$ cat config.mk
export PLATFORM = sky130hd
export DESIGN_NAME = modbus_request_frame_builder_flat
export DESIGN_NICKNAME = d
export VERILOG_FILES = /design/src/rtl/mrfb_pkg.sv /design/src/rtl/mrfb_if.sv /design/src/rtl/modbus_request_frame_builder.sv /design/src/flat_wrapper.sv
export VERILOG_INCLUDE_DIRS = /design/src /design/src/rtl
export SDC_FILE = /design/constraint.sdc
export NUM_CORES = 1
export LEC_CHECK = 0
export ABC_AREA = 1
export BUFFER_PORTS_ARGS = -buffer_cell sky130_fd_sc_hd__buf_2
export CORE_MARGIN = 2
export CORE_UTILIZATION = 50
export CTS_CLUSTER_SIZE = 14
export DETAILED_ROUTE_END_ITERATION = 8
export PLACE_DENSITY = 0.73
export SLEW_MARGIN = 5
export SYNTH_ARGS = -nofsm -noshare
export SYNTH_HDL_FRONTEND = slang
export SYNTH_SLANG_ARGS = --single-unit
$ cat constraint.sdc
create_clock -name clk -period 8.3 [get_ports clk]
set_input_delay 1.66 -clock clk [delete_from_list [all_inputs] [get_ports clk]]
set_output_delay 1.66 -clock clk [all_outputs]
set_load 0.01 [all_outputs]
$ cat src/rtl/modbus_request_frame_builder_assert.svh
// ----------------------------------------------------------------------------
// Modbus request frame builder assertion macros
// Shorthand for clocked, reset-gated concurrent assertions.
// ----------------------------------------------------------------------------
`ifndef MODBUS_REQUEST_FRAME_BUILDER_ASSERT_SVH
`define MODBUS_REQUEST_FRAME_BUILDER_ASSERT_SVH

// Same-cycle implication.
`define MRFB_ASSERT_NOW(label, clk, rst_n, ante, cons) \
    label: assert property (@(posedge clk) disable iff (!rst_n) (ante) |-> (cons)) \
        else $error("frame builder check failed");

// Next-cycle implication.
`define MRFB_ASSERT_NEXT(label, clk, rst_n, ante, cons) \
    label: assert property (@(posedge clk) disable iff (!rst_n) (ante) |=> (cons)) \
        else $error("frame builder check failed");

`endif

$ cat src/rtl/mrfb_pkg.sv
// ----------------------------------------------------------------------------
// Modbus request frame builder package
// Field widths, request kinds, Modbus codes and sequencer positions.
// ----------------------------------------------------------------------------
package mrfb_pkg;

    localparam int KIND_W = 4;
    localparam int BYTE_W = 8;
    localparam int POS_W  = 5;

    // Frame body bytes: 6 for the first frame, 11 for the second.
    localparam int BODY_BYTES = 17;
    localparam int BODY_W     = BODY_BYTES * BYTE_W;

    typedef enum logic {
        ST_IDLE,
        ST_RUN
    } mrfb_state_t;

    // Request kinds
    localparam logic [KIND_W-1:0] REQ_RESOLUTION     = 4'd0;
    localparam logic [KIND_W-1:0] REQ_BAUD           = 4'd1;
    localparam logic [KIND_W-1:0] REQ_SMOOTHING      = 4'd2;
    localparam logic [KIND_W-1:0] REQ_TARE           = 4'd3;
    localparam logic [KIND_W-1:0] REQ_SPEED          = 4'd4;
    localparam logic [KIND_W-1:0] REQ_ZERO_CAL       = 4'd5;
    localparam logic [KIND_W-1:0] REQ_WEIGHT_CAL     = 4'd6;
    localparam logic [KIND_W-1:0] REQ_READ_WEIGHT    = 4'd7;
    localparam logic [KIND_W-1:0] REQ_READ_RESOLUTION = 4'd8;
    localparam logic [KIND_W-1:0] REQ_READ_BAUD      = 4'd9;
    localparam logic [KIND_W-1:0] REQ_READ_SPEED     = 4'd10;
    localparam logic [KIND_W-1:0] REQ_READ_SMOOTHING = 4'd11;

    // Modbus function codes
    localparam logic [BYTE_W-1:0] FC_READ_HOLDING   = 8'h03;
    localparam logic [BYTE_W-1:0] FC_WRITE_SINGLE   = 8'h06;
    localparam logic [BYTE_W-1:0] FC_WRITE_MULTIPLE = 8'h10;

    // Device register addresses (low byte)
    localparam logic [BYTE_W-1:0] REG_WEIGHT     = 8'h00;
    localparam logic [BYTE_W-1:0] REG_CAL_VALUE  = 8'h08;
    localparam logic [BYTE_W-1:0] REG_BAUD       = 8'h0b;
    localparam logic [BYTE_W-1:0] REG_SMOOTHING  = 8'h0c;
    localparam logic [BYTE_W-1:0] REG_RESOLUTION = 8'h0e;
    localparam logic [BYTE_W-1:0] REG_SPEED      = 8'h10;
    localparam logic [BYTE_W-1:0] REG_TARE       = 8'h11;
    localparam logic [BYTE_W-1:0] REG_CAL        = 8'h12;

    localparam logic [BYTE_W-1:0] CAL_REG_COUNT  = 8'h02;
    localparam logic [BYTE_W-1:0] CAL_BYTE_COUNT = 8'h04;

    // Sequencer byte positions
    localparam logic [POS_W-1:0] POS_F1_CRC_LO = 5'd6;
    localparam logic [POS_W-1:0] POS_F1_CRC_HI = 5'd7;
    localparam logic [POS_W-1:0] POS_F2_CRC_LO = 5'd19;
    localparam logic [POS_W-1:0] POS_F2_CRC_HI = 5'd20;

    localparam logic [15:0] CRC_INIT = 16'hFFFF;
    localparam logic [15:0] CRC_POLY = 16'hA001;

    // Configuration registers
    localparam logic CFG_ID_LIMIT        = 1'b0;
    localparam logic CFG_SMOOTHING_LIMIT = 1'b1;

    localparam logic [7:0]  ID_LIMIT_RESET        = 8'd32;
    localparam logic [15:0] SMOOTHING_LIMIT_RESET = 16'd30;

    function automatic logic [BYTE_W-1:0] write_reg(input logic [KIND_W-1:0] kind);
        logic [BYTE_W-1:0] r;
        case (kind)
            REQ_RESOLUTION: r = REG_RESOLUTION;
            REQ_BAUD:       r = REG_BAUD;
            REQ_SMOOTHING:  r = REG_SMOOTHING;
            REQ_TARE:       r = REG_TARE;
            REQ_SPEED:      r = REG_SPEED;
            default:        r = REG_CAL;
        endcase
        return r;
    endfunction

    function automatic logic [BYTE_W-1:0] read_reg(input logic [KIND_W-1:0] kind);
        logic [BYTE_W-1:0] r;
        case (kind)
            REQ_READ_RESOLUTION: r = REG_RESOLUTION;
            REQ_READ_BAUD:       r = REG_BAUD;
            REQ_READ_SPEED:      r = REG_SPEED;
            REQ_READ_SMOOTHING:  r = REG_SMOOTHING;
            default:             r = REG_WEIGHT;
        endcase
        return r;
    endfunction

    // One byte through the reflected CRC-16, eight shift steps.
    function automatic logic [15:0] crc_byte(input logic [15:0] crc_in,
                                             input logic [BYTE_W-1:0] b);
        logic [15:0] c;
        c = crc_in ^ {8'h00, b};
        for (int k = 0; k < 8; k++)
        begin
            if (c[0])
            begin
                c = (c >> 1) ^ CRC_POLY;
            end
            else
            begin
                c = c >> 1;
            end
        end
        return c;
    endfunction

endpackage

$ cat src/rtl/mrfb_if.sv
// ----------------------------------------------------------------------------
// Modbus request frame builder channels
// Request channel and frame byte channel, valid/ready handshake.
// ----------------------------------------------------------------------------
interface mrfb_req_if;
    import mrfb_pkg::*;

    logic              valid;
    logic              ready;
    logic [KIND_W-1:0] req_type;
    logic [7:0]        device_id;
    logic [7:0]        value_high;
    logic [7:0]        value_low;

    modport source (output valid, req_type, device_id, value_high, value_low,
                    input ready);
    modport sink (input valid, req_type, device_id, value_high, value_low,
                  output ready);
endinterface

interface mrfb_byte_if;
    import mrfb_pkg::*;

    logic              valid;
    logic              ready;
    logic [BYTE_W-1:0] frame_byte;
    logic              end_of_frame;
    logic              last_of_run;

    modport source (output valid, frame_byte, end_of_frame, last_of_run,
                    input ready);
    modport sink (input valid, frame_byte, end_of_frame, last_of_run,
                  output ready);
endinterface

$ cat src/rtl/modbus_request_frame_builder.sv
// ----------------------------------------------------------------------------
// Modbus RTU request frame builder
// Turns one request into the bytes of its Modbus RTU frame(s) with CRC-16.
// ----------------------------------------------------------------------------
// Usage:
//   req  : request items (req_type, device_id, value_high, value_low).
//   frm  : one item per frame byte, transmit order; end_of_frame marks the
//          high CRC byte of a frame, last_of_run the final byte of a request.
//   APB  : id_limit at 0x0, smoothing_limit at 0x4; pready is tied high.
// Timing:
//   A request is taken and loaded into a byte shift register.
//   The sequencer emits one byte per cycle while the output is free, so a
//   single frame is 8 bytes and a weighted calibration 21 bytes; the CRC
//   unit folds one body byte per cycle while bytes are emitted. A request
//   is registered into the sequencer before its first byte is registered
//   at the output; a request that emits nothing leaves the sequencer idle.
//   The next request is taken once the last byte is in the output register.
// Reset: sequencer idle, output empty, limits back to 32 and 30.
// Stall: while frm.ready is low and a byte waits, the output register and the sequencer hold.
// ----------------------------------------------------------------------------
`include "modbus_request_frame_builder_assert.svh"

module modbus_request_frame_builder (
    input  logic                 clk,
    input  logic                 rst_n,
    mrfb_req_if.sink             req,
    mrfb_byte_if.source          frm,
    input  logic                 psel,
    input  logic                 penable,
    input  logic                 pwrite,
    input  logic [2:0]           paddr,
    input  logic [31:0]          pwdata,
    output logic [31:0]          prdata,
    output logic                 pready
);
    import mrfb_pkg::*;

    mrfb_state_t          state_reg, state_next;
    logic [POS_W-1:0]     pos_reg, pos_next;
    logic [POS_W-1:0]     last_pos_reg, last_pos_next;
    logic [BODY_W-1:0]    body_reg, body_next;
    logic [15:0]          crc_reg, crc_next;
    logic                 out_valid_reg, out_valid_next;
    logic [BYTE_W-1:0]    out_byte_reg, out_byte_next;
    logic                 out_eof_reg, out_eof_next;
    logic                 out_last_reg, out_last_next;
    logic [7:0]           id_limit_reg;
    logic [15:0]          smoothing_limit_reg;

    logic                 accept;
    logic                 emit;
    logic                 is_crc_lo;
    logic                 is_crc_hi;
    logic [BYTE_W-1:0]    cur_byte;

    logic                 id_ok;
    logic [7:0]           load_addr;
    logic [15:0]          load_val;
    logic [15:0]          first_val;
    logic [BODY_W-1:0]    load_body;
    logic [POS_W-1:0]     load_last;
    logic                 load_run;

    // ---------------- configuration ----------------
    assign pready = 1'b1;

    always_ff @(posedge clk or negedge rst_n)
    begin
        if (!rst_n)
        begin
            id_limit_reg        <= ID_LIMIT_RESET;
            smoothing_limit_reg <= SMOOTHING_LIMIT_RESET;
        end
        else if (psel && penable && pwrite && pready)
        begin
            case (paddr[2])
                CFG_ID_LIMIT:        id_limit_reg        <= pwdata[7:0];
                CFG_SMOOTHING_LIMIT: smoothing_limit_reg <= pwdata[15:0];
                default:             id_limit_reg        <= id_limit_reg;
            endcase
        end
    end

    always_comb
    begin
        case (paddr[2])
            CFG_ID_LIMIT:        prdata = {24'h000000, id_limit_reg};
            CFG_SMOOTHING_LIMIT: prdata = {16'h0000, smoothing_limit_reg};
            default:             prdata = 32'h00000000;
        endcase
    end

    // ---------------- request decode ----------------
    assign id_ok     = (req.device_id != 8'h00) && (req.device_id <= id_limit_reg);
    assign load_addr = id_ok ? req.device_id : 8'h01;
    assign load_val  = {req.value_high, req.value_low};

    always_comb
    begin
        first_val = load_val;
        case (req.req_type)
            REQ_SMOOTHING:
            begin
                if (load_val > smoothing_limit_reg)
                begin
                    first_val = 16'h0001;
                end
            end
            REQ_SPEED:
            begin
                if (load_val > 16'h0001)
                begin
                    first_val = 16'h0000;
                end
            end
            REQ_ZERO_CAL:   first_val = 16'h0001;
            REQ_WEIGHT_CAL: first_val = 16'h0002;
            default:        first_val = load_val;
        endcase
    end

    always_comb
    begin
        load_body = '0;
        load_last = POS_F1_CRC_HI;
        load_run  = 1'b0;
        if (req.req_type <= REQ_WEIGHT_CAL)
        begin
            load_run = 1'b1;
            load_body[BODY_W-1 -: 48] = {load_addr, FC_WRITE_SINGLE, 8'h00,
                                         write_reg(req.req_type), first_val};
            if (req.req_type == REQ_WEIGHT_CAL)
            begin
                load_last = POS_F2_CRC_HI;
                load_body[BODY_W-49 -: 88] = {load_addr, FC_WRITE_MULTIPLE, 8'h00,
                                              REG_CAL_VALUE, 8'h00, CAL_REG_COUNT,
                                              CAL_BYTE_COUNT, req.value_high,
                                              req.value_low, 16'h0000};
            end
        end
        else if (req.req_type <= REQ_READ_SMOOTHING && id_ok)
        begin
            load_run = 1'b1;
            load_body[BODY_W-1 -: 48] = {load_addr, FC_READ_HOLDING, 8'h00,
                                         read_reg(req.req_type), 8'h00,
                                         (req.req_type == REQ_READ_WEIGHT) ?
                                         8'h02 : 8'h01};
        end
    end

    // ---------------- byte sequencer ----------------
    assign req.ready = (state_reg == ST_IDLE);
    assign accept    = req.valid && req.ready;
    assign emit      = (state_reg == ST_RUN) && (!out_valid_reg || frm.ready);
    assign is_crc_lo = (pos_reg == POS_F1_CRC_LO) || (pos_reg == POS_F2_CRC_LO);
    assign is_crc_hi = (pos_reg == POS_F1_CRC_HI) || (pos_reg == POS_F2_CRC_HI);

    always_comb
    begin
        if (is_crc_lo)
        begin
            cur_byte = crc_reg[7:0];
        end
        else if (is_crc_hi)
        begin
            cur_byte = crc_reg[15:8];
        end
        else
        begin
            cur_byte = body_reg[BODY_W-1 -: BYTE_W];
        end
    end

    always_comb
    begin
        state_next     = state_reg;
        pos_next       = pos_reg;
        last_pos_next  = last_pos_reg;
        body_next      = body_reg;
        crc_next       = crc_reg;
        out_valid_next = out_valid_reg;
        out_byte_next  = out_byte_reg;
        out_eof_next   = out_eof_reg;
        out_last_next  = out_last_reg;

        // drop the output item once taken
        if (out_valid_reg && frm.ready)
        begin
            out_valid_next = 1'b0;
        end

        case (state_reg)
            ST_IDLE:
            begin
                if (accept && load_run)
                begin
                    state_next    = ST_RUN;
                    pos_next      = '0;
                    last_pos_next = load_last;
                    body_next     = load_body;
                    crc_next      = CRC_INIT;
                end
            end
            ST_RUN:
            begin
                if (emit)
                begin
                    out_valid_next = 1'b1;
                    out_byte_next  = cur_byte;
                    out_eof_next   = is_crc_hi;
                    out_last_next  = (pos_reg == last_pos_reg);
                    if (is_crc_hi)
                    begin
                        crc_next = CRC_INIT;
                    end
                    else if (!is_crc_lo)
                    begin
                        // advance the body shift register one byte
                        crc_next  = crc_byte(crc_reg, cur_byte);
                        body_next = {body_reg[BODY_W-BYTE_W-1:0], {BYTE_W{1'b0}}};
                    end
                    if (pos_reg == last_pos_reg)
                    begin
                        state_next = ST_IDLE;
                        pos_next   = '0;
                    end
                    else
                    begin
                        pos_next = pos_reg + 5'd1;
                    end
                end
            end
            default:
            begin
                state_next = ST_IDLE;
            end
        endcase
    end

    always_ff @(posedge clk or negedge rst_n)
    begin
        if (!rst_n)
        begin
            state_reg     <= ST_IDLE;
            pos_reg       <= '0;
            last_pos_reg  <= POS_F1_CRC_HI;
            crc_reg       <= CRC_INIT;
            out_valid_reg <= 1'b0;
        end
        else
        begin
            state_reg     <= state_next;
            pos_reg       <= pos_next;
            last_pos_reg  <= last_pos_next;
            crc_reg       <= crc_next;
            out_valid_reg <= out_valid_next;
        end
    end

    always_ff @(posedge clk)
    begin
        body_reg     <= body_next;
        out_byte_reg <= out_byte_next;
        out_eof_reg  <= out_eof_next;
        out_last_reg <= out_last_next;
    end

    assign frm.valid        = out_valid_reg;
    assign frm.frame_byte   = out_byte_reg;
    assign frm.end_of_frame = out_eof_reg;
    assign frm.last_of_run  = out_last_reg;

    // ---------------- assertions ----------------
    `MRFB_ASSERT_NEXT(a_crc_restart, clk, rst_n, emit && is_crc_hi, crc_reg == CRC_INIT)
    `MRFB_ASSERT_NOW(a_last_ends_frame, clk, rst_n, frm.valid && frm.last_of_run,
                     frm.end_of_frame)
    `MRFB_ASSERT_NOW(a_pos_bound, clk, rst_n, state_reg == ST_RUN,
                     pos_reg <= last_pos_reg)

endmodule
$ cat src/flat_wrapper.sv
// flat-port wrapper written by rule: the top's interface ports become plain ports
module modbus_request_frame_builder_flat import mrfb_pkg::*;
  (clk, rst_n, psel, penable, pwrite, paddr, pwdata, prdata, pready, req_valid, req_req_type, req_device_id, req_value_high, req_value_low, req_ready, frm_valid, frm_frame_byte, frm_end_of_frame, frm_last_of_run, frm_ready);
  mrfb_req_if req_i ();
  mrfb_byte_if frm_i ();
  input  logic clk;
  input  logic rst_n;
  input  logic psel;
  input  logic penable;
  input  logic pwrite;
  input  logic [2:0] paddr;
  input  logic [31:0] pwdata;
  output logic [31:0] prdata;
  output logic pready;
  input wire logic [$bits(req_i.valid)-1:0] req_valid;
  input wire logic [$bits(req_i.req_type)-1:0] req_req_type;
  input wire logic [$bits(req_i.device_id)-1:0] req_device_id;
  input wire logic [$bits(req_i.value_high)-1:0] req_value_high;
  input wire logic [$bits(req_i.value_low)-1:0] req_value_low;
  output wire logic [$bits(req_i.ready)-1:0] req_ready;
  output wire logic [$bits(frm_i.valid)-1:0] frm_valid;
  output wire logic [$bits(frm_i.frame_byte)-1:0] frm_frame_byte;
  output wire logic [$bits(frm_i.end_of_frame)-1:0] frm_end_of_frame;
  output wire logic [$bits(frm_i.last_of_run)-1:0] frm_last_of_run;
  input wire logic [$bits(frm_i.ready)-1:0] frm_ready;
  assign req_i.valid = req_valid;
  assign req_i.req_type = req_req_type;
  assign req_i.device_id = req_device_id;
  assign req_i.value_high = req_value_high;
  assign req_i.value_low = req_value_low;
  assign req_ready = req_i.ready;
  assign frm_valid = frm_i.valid;
  assign frm_frame_byte = frm_i.frame_byte;
  assign frm_end_of_frame = frm_i.end_of_frame;
  assign frm_last_of_run = frm_i.last_of_run;
  assign frm_i.ready = frm_ready;
  modbus_request_frame_builder u_core (.clk(clk), .rst_n(rst_n), .req(req_i), .frm(frm_i), .psel(psel), .penable(penable), .pwrite(pwrite), .paddr(paddr), .pwdata(pwdata), .prdata(prdata), .pready(pready));
endmodule
Word level (Yosys, flattened, before mapping)
Index checks and enable logic that the tools add are counted.
{"block": "word_totals", "elab_cells": 145, "out_inout_bits": 45, "input_bits": 70, "register_bits": 198}
{"block": "classes", "n_lt_le_gt_ge": 5, "n_eq_ne": 21, "add_sub_neg": 1, "n_reduce_logical": 21, "bitwise": 11, "n_mux": 75}
{"cell": "$mux W16", "n": 42}
{"cell": "$mux W136", "n": 4}
{"cell": "$pmux W136 S2", "n": 1}
{"cell": "$mux W88", "n": 2}
{"cell": "$mux W48", "n": 2}
{"cell": "$pmux W16 S4", "n": 1}
{"cell": "$pmux W32 S2", "n": 1}
{"cell": "$pmux W16 S2", "n": 1}
{"cell": "$mux W5", "n": 5}
{"cell": "$pmux W5 S5", "n": 1}
{"cell": "$mux W8", "n": 3}
{"cell": "$not A2 Y3", "n": 8}
{"cell": "$pmux W5 S4", "n": 1}
{"cell": "$eq A4 B3 Y1 const B", "n": 4}
{"cell": "$eq A4 B4 Y1 const B", "n": 4}
{"cell": "$gt A16 B1 Y1 const B", "n": 1}
{"cell": "$gt A16 B16 Y1", "n": 1}
{"cell": "$xor A16 B8 Y16", "n": 1}
{"cell": "$eq A5 B3 Y1 const B", "n": 2}
{"cell": "$eq A5 B5 Y1 const B", "n": 2}
{"cell": "$pmux W5 S2", "n": 1}
{"cell": "$reduce_and A2 Y1", "n": 5}
{"cell": "$eq A4 B2 Y1 const B", "n": 2}
{"cell": "$le A8 B8 Y1", "n": 1}
{"cell": "18 further kinds", "n": 38}

Logic depth before layout (Yosys ltp)
{"block": "depth", "ltp_word": 53, "depth_mapped": 23, "mapped_depth_nobuf": 22}

Least setup slack after synthesis
Ideal clock, no wire load.
{"block": "synth_timing", "path_type": "input to register", "start": "input port req_device_id[3]", "end": "register u_core.body_reg[100], enable pin", "arrival_time_ns": 8.606, "t_required_ns": 7.661, "setup_slack_ns": -0.945, "stages": 12, "n_path_buf": 0, "path_cell_list": "ha_1 -> a21oi_1 -> o21ai_0 -> nand2_1 -> o211ai_1 -> o21ai_1 -> nand2_1 -> inv_2 -> nand2_1 -> nand2_1 -> nand2_1 -> a21oi_1"}
{"block": "synth_via", "elab_chain_len": 8}
{"item": "start: declaration", "line_no": "flat_wrapper.sv:17", "text": "input wire logic [$bits(req_i.device_id)-1:0] req_device_id;"}
{"item": "$le A8 B8 Y1 / $reduce_bool A8 Y1 (equally long branches)", "line_no": "modbus_request_frame_builder.sv:94", "text": "assign id_ok = (req.device_id != 8'h00) && (req.device_id <= id_limit_reg);"}
{"item": "$logic_and A1 B1 Y1 (*)", "line_no": "modbus_request_frame_builder.sv:94"}
{"item": "$logic_and A1 B1 Y1 (*)", "line_no": "modbus_request_frame_builder.sv:141", "text": "else if (req.req_type <= REQ_READ_SMOOTHING && id_ok)"}
{"item": "$mux W1 (*)", "line_no": "modbus_request_frame_builder.sv:141"}
{"item": "$mux W1 (*)", "line_no": "modbus_request_frame_builder.sv:127", "text": "if (req.req_type <= REQ_WEIGHT_CAL)"}
{"item": "$logic_and A1 B1 Y1 (*)", "line_no": "modbus_request_frame_builder.sv:195", "text": "if (accept && load_run)"}
{"item": "$ne A2 B2 Y1 (no source line) (*)"}
{"item": "$reduce_and A4 Y1 (no source line) (*)"}
{"item": "end signal: assignment", "line_no": "modbus_request_frame_builder.sv:262", "text": "body_reg <= body_next;"}
{"item": "end: declaration", "line_no": "modbus_request_frame_builder.sv:41", "text": "logic [BODY_W-1:0] body_reg, body_next;"}
Every way passes the cells marked *; elsewhere a longest branch is shown, timed or not.
A chain may end at the register's enable or synchronous reset.

Final worst setup path
{"block": "layout_timing", "start": "input port req_req_type[3]", "end": "register u_core.body_reg[67], enable pin"}
{"block": "layout_via", "elab_chain_len": 7}
{"item": "start: declaration", "line_no": "flat_wrapper.sv:16", "text": "input wire logic [$bits(req_i.req_type)-1:0] req_req_type;"}
{"item": "$le A4 B4 Y1", "line_no": "modbus_request_frame_builder.sv:141"}
{"item": "$logic_and A1 B1 Y1", "line_no": "modbus_request_frame_builder.sv:141"}
{"item": "$mux W1", "line_no": "modbus_request_frame_builder.sv:141"}
{"item": "$mux W1 (*)", "line_no": "modbus_request_frame_builder.sv:127"}
{"item": "$logic_and A1 B1 Y1 (*)", "line_no": "modbus_request_frame_builder.sv:195"}
{"item": "$ne A2 B2 Y1 (no source line) (*)"}
{"item": "$reduce_and A4 Y1 (no source line) (*)"}
Marked as above.

==> flow_summary.ini <==
[run_status]
status = finished, final reports clean

[global_route]
antenna_found_initial = 0
grt_pass1_vias = 6193
grt_remaining_overflow = 0
grt_usage_pct = 19.8
grt_pass1_wl_um = 30300
grt_max_degree = 78

[die]
die-area_um2 = 19100
dieWidth_um = 138
start_util_pct = 50.5
coreArea_um2 = 17800
row_count = 49
die_height_um = 138
boundaryPins = 115

[synth]
ys_top_cells_by_area = edfxtp_1, nand2_1, dfrtp_1
ys.flop_type = edfxtp_1
ys_ff_latch = 179
synthTopCellsByCount = nand2_1, inv_1, edfxtp_1, o21ai_0, nor2_1
synthesis.area_um2 = 9010
yosysSeqAreaShare_pct = 57.3
yosysMostFrequentCell = nand2_1
synth_edf_count = 130
ys_types = 42
synth_top_area_share_pct = 43.3
syn_area_per_cell_um2 = 9.13
ys_warn_count = 0
async_reset_ff_share_pct = 27.4
syn_inst = 986
yosysTopAreaCell = edfxtp_1

[critical_path]
cp-end-kind = register
worst_setup_path_start_kind = primary input
critPathRequiredTime_ns = 8.37
cp_max_fo = 68
worstSetupPathType = primary input to register
worst_ep_arrival_time_ns = 4.97

[sta]
finalMaxSlewViolations = 0
setup_violations = 0
finalSetupTns_ns = 0
slew-limit-headroom_pct = 27.8
finClkSkew_ns = 0.0139
grt_setup_unrepaired = no
max_freq_mhz = 204
hold_violations = 0
fin_crit_ns = 4.89
whs_ns = 0.486
fin_crit_sh_pct = 59.0
worst_slew_pin_slew_ns = 1.07

[routing]
first_pass_iters = 6
top_layer = met4
met2_length_um = 8900
drc = 0
final_antenna_net_count = 0
num_vias = 6595
drt-initial-drc-count = 578
viasPerCell = 5.08
wire_per_inst_um = 14.4
drt-total-wl_um = 18700
wl_met1_um = 8170
wl_met3_um = 1120

[cells_and_area]
layout-drive-gt1-share_pct = 16.1
largest_reg_flops = 120
fin_area_um2 = 10100
nFillCells = 1535
diodes = 0
area_delta_synth_final_pct = 12.7
final_nets = 1152
final_cells = 1297

[hold_path]
hp-class = register to register

[placed_design]
gp_congestion = 0.882
io_buffer_count = 79
post_dp_cell_area_um2 = 9530
dp_hpwl_um = 12900
dp.cells = 1265

[clock_tree]
clkSinkCount = 179
cts_setup_buffers = 0
htree_num_levels = 4
clk_pin_slew_ns = 0.08
postCtsHoldBufs = 0
cts_buffers = 17
cts_root_buffer = clkbuf_16
clock_latency_ns = 0.44
cts_resized = 0
cts_buffer_depth = 2
cts_tree = done

[pwr]
p_per_area_nw_per_um2 = 423
p_leak_uw = 0.00505
peakVddDrop_mv = 0.223

[job]
maxCapViolCount = 0
==> cells in the final DEF (no fill, tap or decap), drive strengths merged <==
cell type / netlist / final
a21boi: 1 / 1
nor3: 9 / 9
xor2: 5 / 5
o21bai: 2 / 2
buf: 22 / 84
dfstp: 22 / 22
a22oi: 11 / 11
and3: 1 / 1
xnor2: 1 / 1
a21oi: 30 / 30
inv: 180 / 186
a211oi: 1 / 1
ha: 27 / 27
dfrtp: 27 / 27
a31oi: 3 / 3
nor4: 4 / 4
a41oi: 1 / 1
o21a: 1 / 1
a22o: 1 / 1
bufinv: 0 / 1
o211ai: 5 / 5
nor2: 51 / 51
nand2: 282 / 282
o21ai: 73 / 73
nand3: 44 / 44
o31ai: 1 / 1
clkbuf: 27 / 17
o22ai: 1 / 1
o221ai: 1 / 1
conb: 2 / 17
edfxtp: 130 / 130
clkinv: 1 / 9
nand3b: 1 / 1
nand4: 18 / 18
==> power by group <==
group / switching, µW / total [µW] / internal [µW]
Combinational: 1110 / 1610 / 507
Clock: 400 / 835 / 435
Sequential: 168 / 1840 / 1680
Total: 1680 / 4290 / 2620
==> through the flow <==
| stage | setup slack [ns] | total power (µW) | utilization [%] |
|---|---|---|---|
| after floorplan | 1.44 | 3100 | - |
| after global placement | 3.00 | 3410 | 53.4 |
| after detailed placement | 2.97 | 3470 | 53.4 |
| after CTS | 3.42 | 4320 | 56.9 |
| after global routing | 3.05 | 4610 | 56.9 |
| final | 3.41 | 4290 | 56.9 |
==> worst max-delay path, cell delays in order <==
cell and delay, ns:
buf_2 0.14, nor2_1 0.14, inv_1 0.08, nand2_1 0.14, inv_1 0.05, nor2_1 0.64, inv_1 0.19, nand2_1 0.16
nand2_1 0.19, a21oi_4 0.16, buf_4 0.57, buf_4 0.76
==> routing by layer <==
metal	up-vias	global-route usage, %
met2	215	32.0
met1	3055	25.9
li1	3293	-
met5	-	0
met4	0	7.84
met3	32	4.92
==> path summary, 6_finish.rpt <==
kind | from | end | slack [ns] | cells past startpoint
worst max-delay path | req_req_type[3] | u_core.body_reg[67] | 3.41 | 12
worst min-delay path | u_core.id_limit_reg[3] | u_core.id_limit_reg[3] | 0.49 | 2
worst max register to register | u_core.state_reg | u_core.body_reg[67] | 3.99 | 5
worst min register to register | u_core.id_limit_reg[3] | u_core.id_limit_reg[3] | 0.49 | 2
max in group asynchronous | rst_n | u_core.state_reg | 6.47 | 2
min in group asynchronous | rst_n | u_core.pos_reg[3] | 1.32 | 2
==> cell type report <==
class / instances / area [µm²] / share of cell area (%)
Clock buffer: 17 / 425 / 4.19
Clock inverter: 15 / 193 / 1.90
Inverter: 181 / 679 / 6.70
Multi-Input combinational cell: 592 / 2970 / 29.3
Sequential cell: 179 / 5160 / 50.9
Tap cell: 229 / 287 / 2.82
Timing Repair Buffer: 84 / 433 / 4.27
==> logic make-up (layout without fill, tap and decap cells) <==
family	count (synthesis)	count (layout)	share of synthesized area, %
simple gates	410	410	19.5
other cells	2	17	0.0834
flops	179	179	57.3
buf+inv	230	297	10.5
fa+ha+maj	27	27	3.75
compound gates	132	132	8.25
xor+xnor	6	6	0.583
(Power assumes the default switching activity.)
